===== src/hw/rtl/fpsm_pkg.sv =====
// Shared constants for the Fibonacci product sum block.
package fpsm_pkg;
   // Operand selections for the shared multiplier.
   localparam logic [2:0] OpDouble = 3'd0;  // F(k) * (2F(k+1) - F(k))
   localparam logic [2:0] OpSqA    = 3'd1;  // F(k) squared
   localparam logic [2:0] OpSqB    = 3'd2;  // F(k+1) squared
   localparam logic [2:0] OpProdAb = 3'd3;  // F(a) * F(b)
   localparam logic [2:0] OpProdCd = 3'd4;  // F(c) * F(d)
endpackage


===== src/hw/rtl/fpsm_modmul.sv =====
// Bit-serial modular multiplier: (x * y) mod m, one multiplier bit per cycle.
module fpsm_modmul #(
   parameter int unsigned MOD_WIDTH = 31
) (
   input  logic                 clock,
   input  logic                 reset,
   input  logic                 start,
   input  logic [MOD_WIDTH-1:0] x,
   input  logic [MOD_WIDTH-1:0] y,
   input  logic [MOD_WIDTH-1:0] m,
   output logic                 done,
   output logic [MOD_WIDTH-1:0] p
);
   localparam int unsigned CntWidth = $clog2(MOD_WIDTH + 1);

   logic [MOD_WIDTH-1:0] acc_ff, acc_in, xs_ff, xs_in, yr_ff, yr_in;
   logic [CntWidth-1:0]  cnt_ff, cnt_in;
   logic                 busy_ff, busy_in, done_ff, done_in;
   logic [MOD_WIDTH:0]   dbl, dbl_r, add;
   logic [MOD_WIDTH-1:0] dbl_m, add_m;

   // Horner form from the top bit of x: acc = 2*acc (+ y), each kept below m.
   always_comb begin
      dbl   = {acc_ff, 1'b0};
      dbl_m = (dbl >= {1'b0, m}) ? MOD_WIDTH'(dbl - {1'b0, m}) : dbl[MOD_WIDTH-1:0];
      dbl_r = {1'b0, dbl_m};
      add   = dbl_r + {1'b0, yr_ff};
      add_m = (add >= {1'b0, m}) ? MOD_WIDTH'(add - {1'b0, m}) : add[MOD_WIDTH-1:0];
      acc_in  = acc_ff;
      xs_in   = xs_ff;
      yr_in   = yr_ff;
      cnt_in  = cnt_ff;
      busy_in = busy_ff;
      done_in = 1'b0;
      if (start) begin
         acc_in  = '0;
         xs_in   = x;
         yr_in   = (y >= m) ? MOD_WIDTH'(y - m) : y;
         cnt_in  = CntWidth'(MOD_WIDTH);
         busy_in = 1'b1;
      end else if (busy_ff) begin
         acc_in = xs_ff[MOD_WIDTH-1] ? add_m : dbl_m;
         xs_in  = {xs_ff[MOD_WIDTH-2:0], 1'b0};
         cnt_in = cnt_ff - 1'b1;
         if (cnt_ff == CntWidth'(1)) begin
            busy_in = 1'b0;
            done_in = 1'b1;
         end
      end
   end

   always_ff @(posedge clock) begin
      acc_ff <= acc_in;
      xs_ff  <= xs_in;
      yr_ff  <= yr_in;
      cnt_ff <= cnt_in;
      if (reset) begin
         busy_ff <= 1'b0;
         done_ff <= 1'b0;
      end else begin
         busy_ff <= busy_in;
         done_ff <= done_in;
      end
   end

   assign done = done_ff;
   assign p    = acc_ff;
endmodule


===== src/hw/rtl/fibonacci_product_sum_mod.sv =====
// Top level of the Fibonacci product sum modulo m block.
// Computes (F(a)F(b) + F(c)F(d)) mod m. One request is worked at a time; each
// index is scanned one exponent bit per step, from the top bit down, with a
// fast-doubling step built from three modular products in one shared bit-serial
// multiplier. A request runs INDEX_WIDTH such steps for each of the four
// indices, then two more products. A zero or unit modulus gives a zero residue
// and skips the products. The next request is taken as soon as the block is
// idle; a finished residue waits in a staging register until the output
// register is free, so one result may be held at the output while the next
// request is worked.
module fibonacci_product_sum_mod #(
   parameter int unsigned MOD_WIDTH   = 31,
   parameter int unsigned INDEX_WIDTH = 63
) (
   input  logic       clock,
   input  logic       reset,
   input  logic       req_tvalid,
   output logic       req_tready,
   // index_a, index_b, index_c, index_d, modulus from bit 0 up, zero filled
   input  logic [((4*INDEX_WIDTH+MOD_WIDTH+7)/8)*8-1:0] req_tdata,
   output logic       rsp_tvalid,
   input  logic       rsp_tready,
   // residue
   output logic [((MOD_WIDTH+7)/8)*8-1:0] rsp_tdata
);
   localparam int unsigned RspBits = ((MOD_WIDTH+7)/8)*8;
   localparam int unsigned BitCnt  = $clog2(INDEX_WIDTH + 1);

   typedef enum logic [2:0] {
      ST_IDLE, ST_LOAD, ST_MUL, ST_WAIT, ST_NEXT, ST_FIN, ST_FWAIT, ST_OUT
   } state_type;

   state_type state_ff;
   logic [INDEX_WIDTH-1:0] idx_ff [4];
   logic [MOD_WIDTH-1:0]   m_ff, fa_ff, fb_ff, pf_ff, p0_ff;
   logic [MOD_WIDTH-1:0]   t_ff [4];
   logic [MOD_WIDTH-1:0]   fib_ff [4];
   logic [1:0]             which_ff;
   logic [BitCnt-1:0]      bit_ff;
   logic [2:0]             op_ff;
   logic                   rv_ff;
   logic [MOD_WIDTH-1:0]   res_ff;

   logic                 mstart, mdone;
   logic [MOD_WIDTH-1:0] mx, my, mp;

   fpsm_modmul #(.MOD_WIDTH(MOD_WIDTH)) u_mul (
      .clock(clock), .reset(reset), .start(mstart),
      .x(mx), .y(my), .m(m_ff), .done(mdone), .p(mp)
   );

   // Modular add and subtract of reduced values.
   function automatic logic [MOD_WIDTH-1:0] madd(input logic [MOD_WIDTH-1:0] u, v, mm);
      logic [MOD_WIDTH:0] s;
      s = {1'b0, u} + {1'b0, v};
      return (s >= {1'b0, mm}) ? MOD_WIDTH'(s - {1'b0, mm}) : s[MOD_WIDTH-1:0];
   endfunction
   function automatic logic [MOD_WIDTH-1:0] msub(input logic [MOD_WIDTH-1:0] u, v, mm);
      return (u >= v) ? MOD_WIDTH'(u - v) : MOD_WIDTH'({1'b0, u} + {1'b0, mm} - {1'b0, v});
   endfunction

   logic [MOD_WIDTH-1:0] two_b_a;
   assign two_b_a = msub(madd(fb_ff, fb_ff, m_ff), fa_ff, m_ff);

   // Doubling: F(2k)=F(k)(2F(k+1)-F(k)), F(2k+1)=F(k)^2+F(k+1)^2.
   // Products: t0=a*(2b-a), t1=a*a, t2=b*b.
   always_comb begin
      unique case (op_ff)
         fpsm_pkg::OpDouble: begin mx = fa_ff; my = two_b_a; end
         fpsm_pkg::OpSqA:    begin mx = fa_ff; my = fa_ff; end
         fpsm_pkg::OpSqB:    begin mx = fb_ff; my = fb_ff; end
         fpsm_pkg::OpProdAb: begin mx = fib_ff[0]; my = fib_ff[1]; end
         fpsm_pkg::OpProdCd: begin mx = fib_ff[2]; my = fib_ff[3]; end
         default:            begin mx = fa_ff; my = fb_ff; end
      endcase
   end

   assign mstart     = (state_ff == ST_MUL) || (state_ff == ST_FIN);
   assign req_tready = (state_ff == ST_IDLE);
   assign rsp_tvalid = rv_ff;
   assign rsp_tdata  = RspBits'(res_ff);

   always_ff @(posedge clock) begin
      if (reset) begin
         state_ff <= ST_IDLE;
         rv_ff    <= 1'b0;
      end else begin
         if (rv_ff && rsp_tready) rv_ff <= 1'b0;
         unique case (state_ff)
            ST_IDLE: begin
               if (req_tvalid && req_tready) begin
                  for (int i = 0; i < 4; i++) begin
                     idx_ff[i] <= req_tdata[i*INDEX_WIDTH +: INDEX_WIDTH];
                  end
                  m_ff     <= req_tdata[4*INDEX_WIDTH +: MOD_WIDTH];
                  which_ff <= 2'd0;
                  state_ff <= ST_LOAD;
               end
            end
            ST_LOAD: begin
               // Trivial moduli give zero; otherwise start from F(0)=0, F(1)=1.
               if (m_ff <= MOD_WIDTH'(1)) begin
                  pf_ff    <= '0;
                  state_ff <= ST_OUT;
               end else begin
                  fa_ff    <= '0;
                  fb_ff    <= MOD_WIDTH'(1);
                  bit_ff   <= BitCnt'(INDEX_WIDTH);
                  op_ff    <= fpsm_pkg::OpDouble;
                  state_ff <= ST_MUL;
               end
            end
            ST_MUL: state_ff <= ST_WAIT;
            ST_WAIT: begin
               if (mdone) begin
                  t_ff[op_ff[1:0]] <= mp;
                  if (op_ff == fpsm_pkg::OpSqB) begin
                     state_ff <= ST_NEXT;
                  end else begin
                     op_ff    <= op_ff + 3'd1;
                     state_ff <= ST_MUL;
                  end
               end
            end
            ST_NEXT: begin
               // t0 holds F(2k) and t1+t2 gives F(2k+1); advance by the current index bit.
               if (idx_ff[which_ff][BitCnt'(bit_ff - 1'b1)]) begin
                  fa_ff <= madd(t_ff[1], t_ff[2], m_ff);
                  fb_ff <= madd(t_ff[0], madd(t_ff[1], t_ff[2], m_ff), m_ff);
               end else begin
                  fa_ff <= t_ff[0];
                  fb_ff <= madd(t_ff[1], t_ff[2], m_ff);
               end
               op_ff <= fpsm_pkg::OpDouble;
               if (bit_ff == BitCnt'(1)) begin
                  fib_ff[which_ff] <= idx_ff[which_ff][0]
                     ? madd(t_ff[1], t_ff[2], m_ff) : t_ff[0];
                  if (which_ff == 2'd3) begin
                     op_ff    <= fpsm_pkg::OpProdAb;
                     state_ff <= ST_FIN;
                  end else begin
                     which_ff <= which_ff + 2'd1;
                     state_ff <= ST_LOAD;
                  end
               end else begin
                  bit_ff   <= bit_ff - 1'b1;
                  state_ff <= ST_MUL;
               end
            end
            ST_FIN: state_ff <= ST_FWAIT;
            ST_FWAIT: begin
               if (mdone) begin
                  if (op_ff == fpsm_pkg::OpProdAb) begin
                     p0_ff    <= mp;
                     op_ff    <= fpsm_pkg::OpProdCd;
                     state_ff <= ST_FIN;
                  end else begin
                     pf_ff    <= madd(p0_ff, mp, m_ff);
                     state_ff <= ST_OUT;
                  end
               end
            end
            ST_OUT: begin
               // Hold the staged residue until the output register is free.
               if (!rv_ff) begin
                  res_ff   <= pf_ff;
                  rv_ff    <= 1'b1;
                  state_ff <= ST_IDLE;
               end
            end
            default: state_ff <= ST_IDLE;
         endcase
      end
   end
endmodule

===== config.mk =====
export PLATFORM = sky130hd
export DESIGN_NAME = fibonacci_product_sum_mod
export DESIGN_NICKNAME = d
export VERILOG_FILES = /design/src/hw/rtl/fpsm_pkg.sv /design/src/hw/rtl/fpsm_modmul.sv /design/src/hw/rtl/fibonacci_product_sum_mod.sv
export SDC_FILE = /design/constraint.sdc
export NUM_CORES = 2
export LEC_CHECK = 0
export ABC_AREA = 1
export BUFFER_PORTS_ARGS = -buffer_cell sky130_fd_sc_hd__buf_2
export CAP_MARGIN = 0
export CORE_MARGIN = 3
export CORE_UTILIZATION = 40
export CTS_CLUSTER_DIAMETER = 200
export DETAILED_ROUTE_END_ITERATION = 10
export GPL_ROUTABILITY_DRIVEN = 1
export SKIP_CTS_REPAIR_TIMING = 1
export SLEW_MARGIN = 10
export SYNTH_ARGS = -nofsm -noshare
export SYNTH_HDL_FRONTEND = slang
export SYNTH_SLANG_ARGS = --single-unit

===== constraint.sdc =====
create_clock -name clock -period 16 [get_ports clock]
set_clock_uncertainty 0.2 [all_clocks]
set_input_delay 0.8 -clock clock [delete_from_list [all_inputs] [get_ports clock]]
set_output_delay 0.8 -clock clock [all_outputs]
set_load 0.01 [all_outputs]

==> flow_metrics.py <==
metrics = {
    "outcome": {
        "status": "completed",
    },
    "place": {
        "place_area_sq_um": 61700,
        "dp_hpwl_um": 178000,
        "port_buffers": 319,
        "dp_cells": 9419,
        "gp_congestion": 1.00,
        "preCtsSetupSlack_ps": 5080,
    },
    "cells_and_area": {
        "largest_reg_flops": 252,
        "regMostFlops": "idx_ff",
        "fin_area_sq_um": 64700,
        "drive_above_1_share": 0.0876,
        "fin_nets": 8368,
        "fin_cells": 9605,
        "syn2layout_area_growth_pct": 12.1,
        "utilization": 0.455,
    },
    "die": {
        "die_h_um": 386,
        "top_level_ports": 326,
        "start_util": 0.406,
        "die_area_sq_um": 149000,
        "die_w_um": 386,
        "core_sq_um": 142000,
        "core.rowCount": 138,
    },
    "hold_path": {
        "hold_class": "in2reg",
    },
    "worst_setup_path": {
        "rrSetupSlack_ps": 4800,
        "startpoint": "t_ff[2][0]$_DFFE_PP_",
        "end_kind": "flop",
        "startpoint_type": "flop",
        "crit_top_cell": "nand2_1",
        "critical_path.endpoint": "fb_ff[14]$_SDFFCE_PP0P_",
        "worstPathArrival_ps": 11460,
        "crit_type": "reg2reg",
        "r2r_start": "t_ff[2][0]$_DFFE_PP_",
        "worstReg2RegEnd": "fb_ff[14]$_SDFFCE_PP0P_",
        "required_ps": 16260,
        "ff2ff_path_depth": 57,
        "crit_slowest_cell": "o21ai_0",
        "critPathMaxFanout": 34,
        "cp_slowest_stage_delay_ps": 590,
    },
    "sta": {
        "hold_viol_final": 0,
        "setup-tns-final_ps": 0,
        "hold_slack_ps": 47.8,
        "slew_headroom": 0.239,
        "period_share": 0.700,
        "fmax_mhz": 89.3,
        "worstMarginPinSlew_ps": 1140,
        "rsz0062_at_grt": "no",
        "fin_ws_ps": 4800,
        "setup_viol": 0,
        "min_period_ps": 11200,
        "slew_viol_final": 0,
    },
    "detailed_routing": {
        "viasPerCell": 5.63,
        "ant_nets": 0,
        "first_iter_violations": 5951,
        "drcViolationCount": 0,
        "drtPass1Iterations": 8,
        "wirelength_um": 231000,
        "detail_route.wl_per_cell_um": 24.1,
        "via_count": 54100,
    },
    "clock_tree": {
        "cts_made_buffers": 87,
        "cts_tree": "built",
        "clock_latency_ps": 720,
        "cts_max_level": 3,
        "clock_path_buffers": 3,
        "root_buffer": "clkbuf_16",
        "clkSlewWorstSetupHoldPaths_ps": 60,
        "clock_sinks": 772,
    },
    "logic_synthesis": {
        "synthFlopType": "edfxtp_1",
        "ys_warn_count": 0,
        "synth-edff-count": 728,
        "yosysSeqAreaShare": 0.394,
        "synth_fp_nets": 8061,
        "synth.distinct_cells": 67,
        "ys_seq_elements": 772,
        "async_flop_share": 0,
        "syn_area_sq_um": 57800,
        "syn_avg_cell_area_sq_um": 7.90,
        "synth_cells": 7311,
    },
    "global_routing": {
        "grt-ovfl-total": 0,
        "antenna_found_initial": 54,
        "grt_pass1_vias": 50100,
        "grt_pass1_wl_um": 331000,
        "grt_use_total": 0.301,
        "grt_max_degree": 180,
    },
    "power_and_ir_drop": {
        "powerDensity_nw_per_um2": 252,
        "power_mw": 16.3,
        "leakage_nw": 28.4,
        "vdd_drop_max_mv": 0.257,
    },
    "flow_run": {
        "cap_viol_max_count": 0,
    },
}
layout make-up:
type	count	area [sq um]
clock inverters	62	786
fillers	14300	77700
flip-flops and latches	772	22700
clock buffers	99	2220
multi-input cells	5505	31100
inverters	831	3120
repair buffers	421	2370
well taps	1890	2360
diodes	25	62.6
power breakdown:
part / total [mW] / switching (mW) / internal, mW / leakage [nW]
sequential: 2.83 / 0.193 / 2.64 / 7.03
clock: 2.10 / 0.887 / 1.21 / 1.44
combinational: 11.4 / 7.84 / 3.54 / 19.9
cell usage in the layout (no fill, tap or decap), drive strengths merged, types with 12 or more instances in the layout:
| master | instances |
|---|---|
| a21o | 57 |
| nor3 | 77 |
| a221oi | 15 |
| nor2 | 590 |
| xnor2 | 88 |
| nand3 | 606 |
| nand2 | 1829 |
| o21ai | 453 |
| a31oi | 58 |
| edfxtp | 728 |
| nor4 | 24 |
| ha | 416 |
| xor2 | 218 |
| diode | 25 |
| or2 | 33 |
| inv | 833 |
| a21oi | 568 |
| o21a | 31 |
| dfxtp | 44 |
| clkinv | 45 |
| nand3b | 25 |
| nand4 | 135 |
| bufinv | 12 |
| buf | 421 |
| a211oi | 29 |
| o21bai | 39 |
| a21boi | 50 |
| clkbuf | 99 |
| fa | 42 |
| o211ai | 70 |
worst min-delay path by stage:
| stage | endpoint | cells past startpoint | slack (ps) | start |
|---|---|---|---|---|
| after floorplan | res_ff[0]$_DFFE_PP_ | 0 | 200 | pf_ff[0]$_SDFFCE_PN0P_ |
| after global placement | res_ff[5]$_DFFE_PP_ | 0 | 200 | pf_ff[5]$_SDFFCE_PN0P_ |
| after detailed placement | res_ff[9]$_DFFE_PP_ | 0 | 210 | pf_ff[9]$_SDFFCE_PN0P_ |
| after CTS | idx_ff[2][8]$_DFFE_PP_ | 1 | -9 | req_tdata[134] |
| after global routing | idx_ff[0][45]$_DFFE_PP_ | 1 | 10 | req_tdata[45] |
| final | idx_ff[2][8]$_DFFE_PP_ | 1 | 50 | req_tdata[134] |
cell usage after synthesis (5+ instances only):
master	number	area share
clkbuf_1	90	0.0058
nand3_1	601	0.052
o221ai_1	7	0.0011
fa_1	42	0.015
nor4_1	22	0.0024
nor3_1	76	0.0066
buf_1	15	0.00097
a211oi_1	29	0.0038
o21ai_1	29	0.0025
and3_1	7	0.00076
dfxtp_1	44	0.015
buf_4	17	0.0022
nor2_1	588	0.038
nand2_1	1799	0.12
a221oi_1	15	0.0023
a21o_1	57	0.0074
a21boi_0	46	0.0060
buf_6	8	0.0016
o21bai_1	38	0.0049
o31ai_1	6	0.00078
nand3b_1	25	0.0032
o21ai_0	411	0.036
nand2_2	30	0.0032
a22oi_1	7	0.00091
o21ai_2	13	0.0020
xnor2_1	87	0.013
ha_1	416	0.090
edfxtp_1	728	0.38
a21oi_1	562	0.049
or2_2	29	0.0031
xor2_1	218	0.033
o211ai_1	69	0.0090
a31oi_1	58	0.0063
o21a_1	31	0.0040
buf_2	73	0.0063
inv_1	821	0.053
o22ai_1	6	0.00065
a21oi_2	6	0.00091
nand4_1	135	0.015
inv_2	5	0.00032
metal layers:
layer	global-route usage	vias to the layer above	wire, um
met5	0	-	177
met4	0.127	26	10900
met3	0.0452	393	18900
met2	0.468	2333	102000
met1	0.417	25600	99600
li1	-	25700	-
critical path, delay by kind of cell (launching register included):
kind                       cells  cell delay (ps)
xor gates and xnor gates       1              340
adders and majority gates      6             2050
DFF                            1              370
and+or+nand+nor               37             4760
AOI/OAI and AO/OA              8             2080
buffers and inverters          5             1050
cells by family (layout without fill, tap and decap cells):
logic type               Yosys count  count (layout)  share of synthesized area
AO/OA/AOI/OAI                   1408            1408                      0.140
XOR/XNOR                         306             306                     0.0465
other                              1              26                  0.0000649
flip-flops                       772             772                      0.394
buffers and inverters           1034            1413                     0.0709
AND/OR/NAND/NOR                 3332            3332                      0.244
adder cells (fa/ha/maj)          458             458                      0.105
Power figures use the tool's default switching activity.
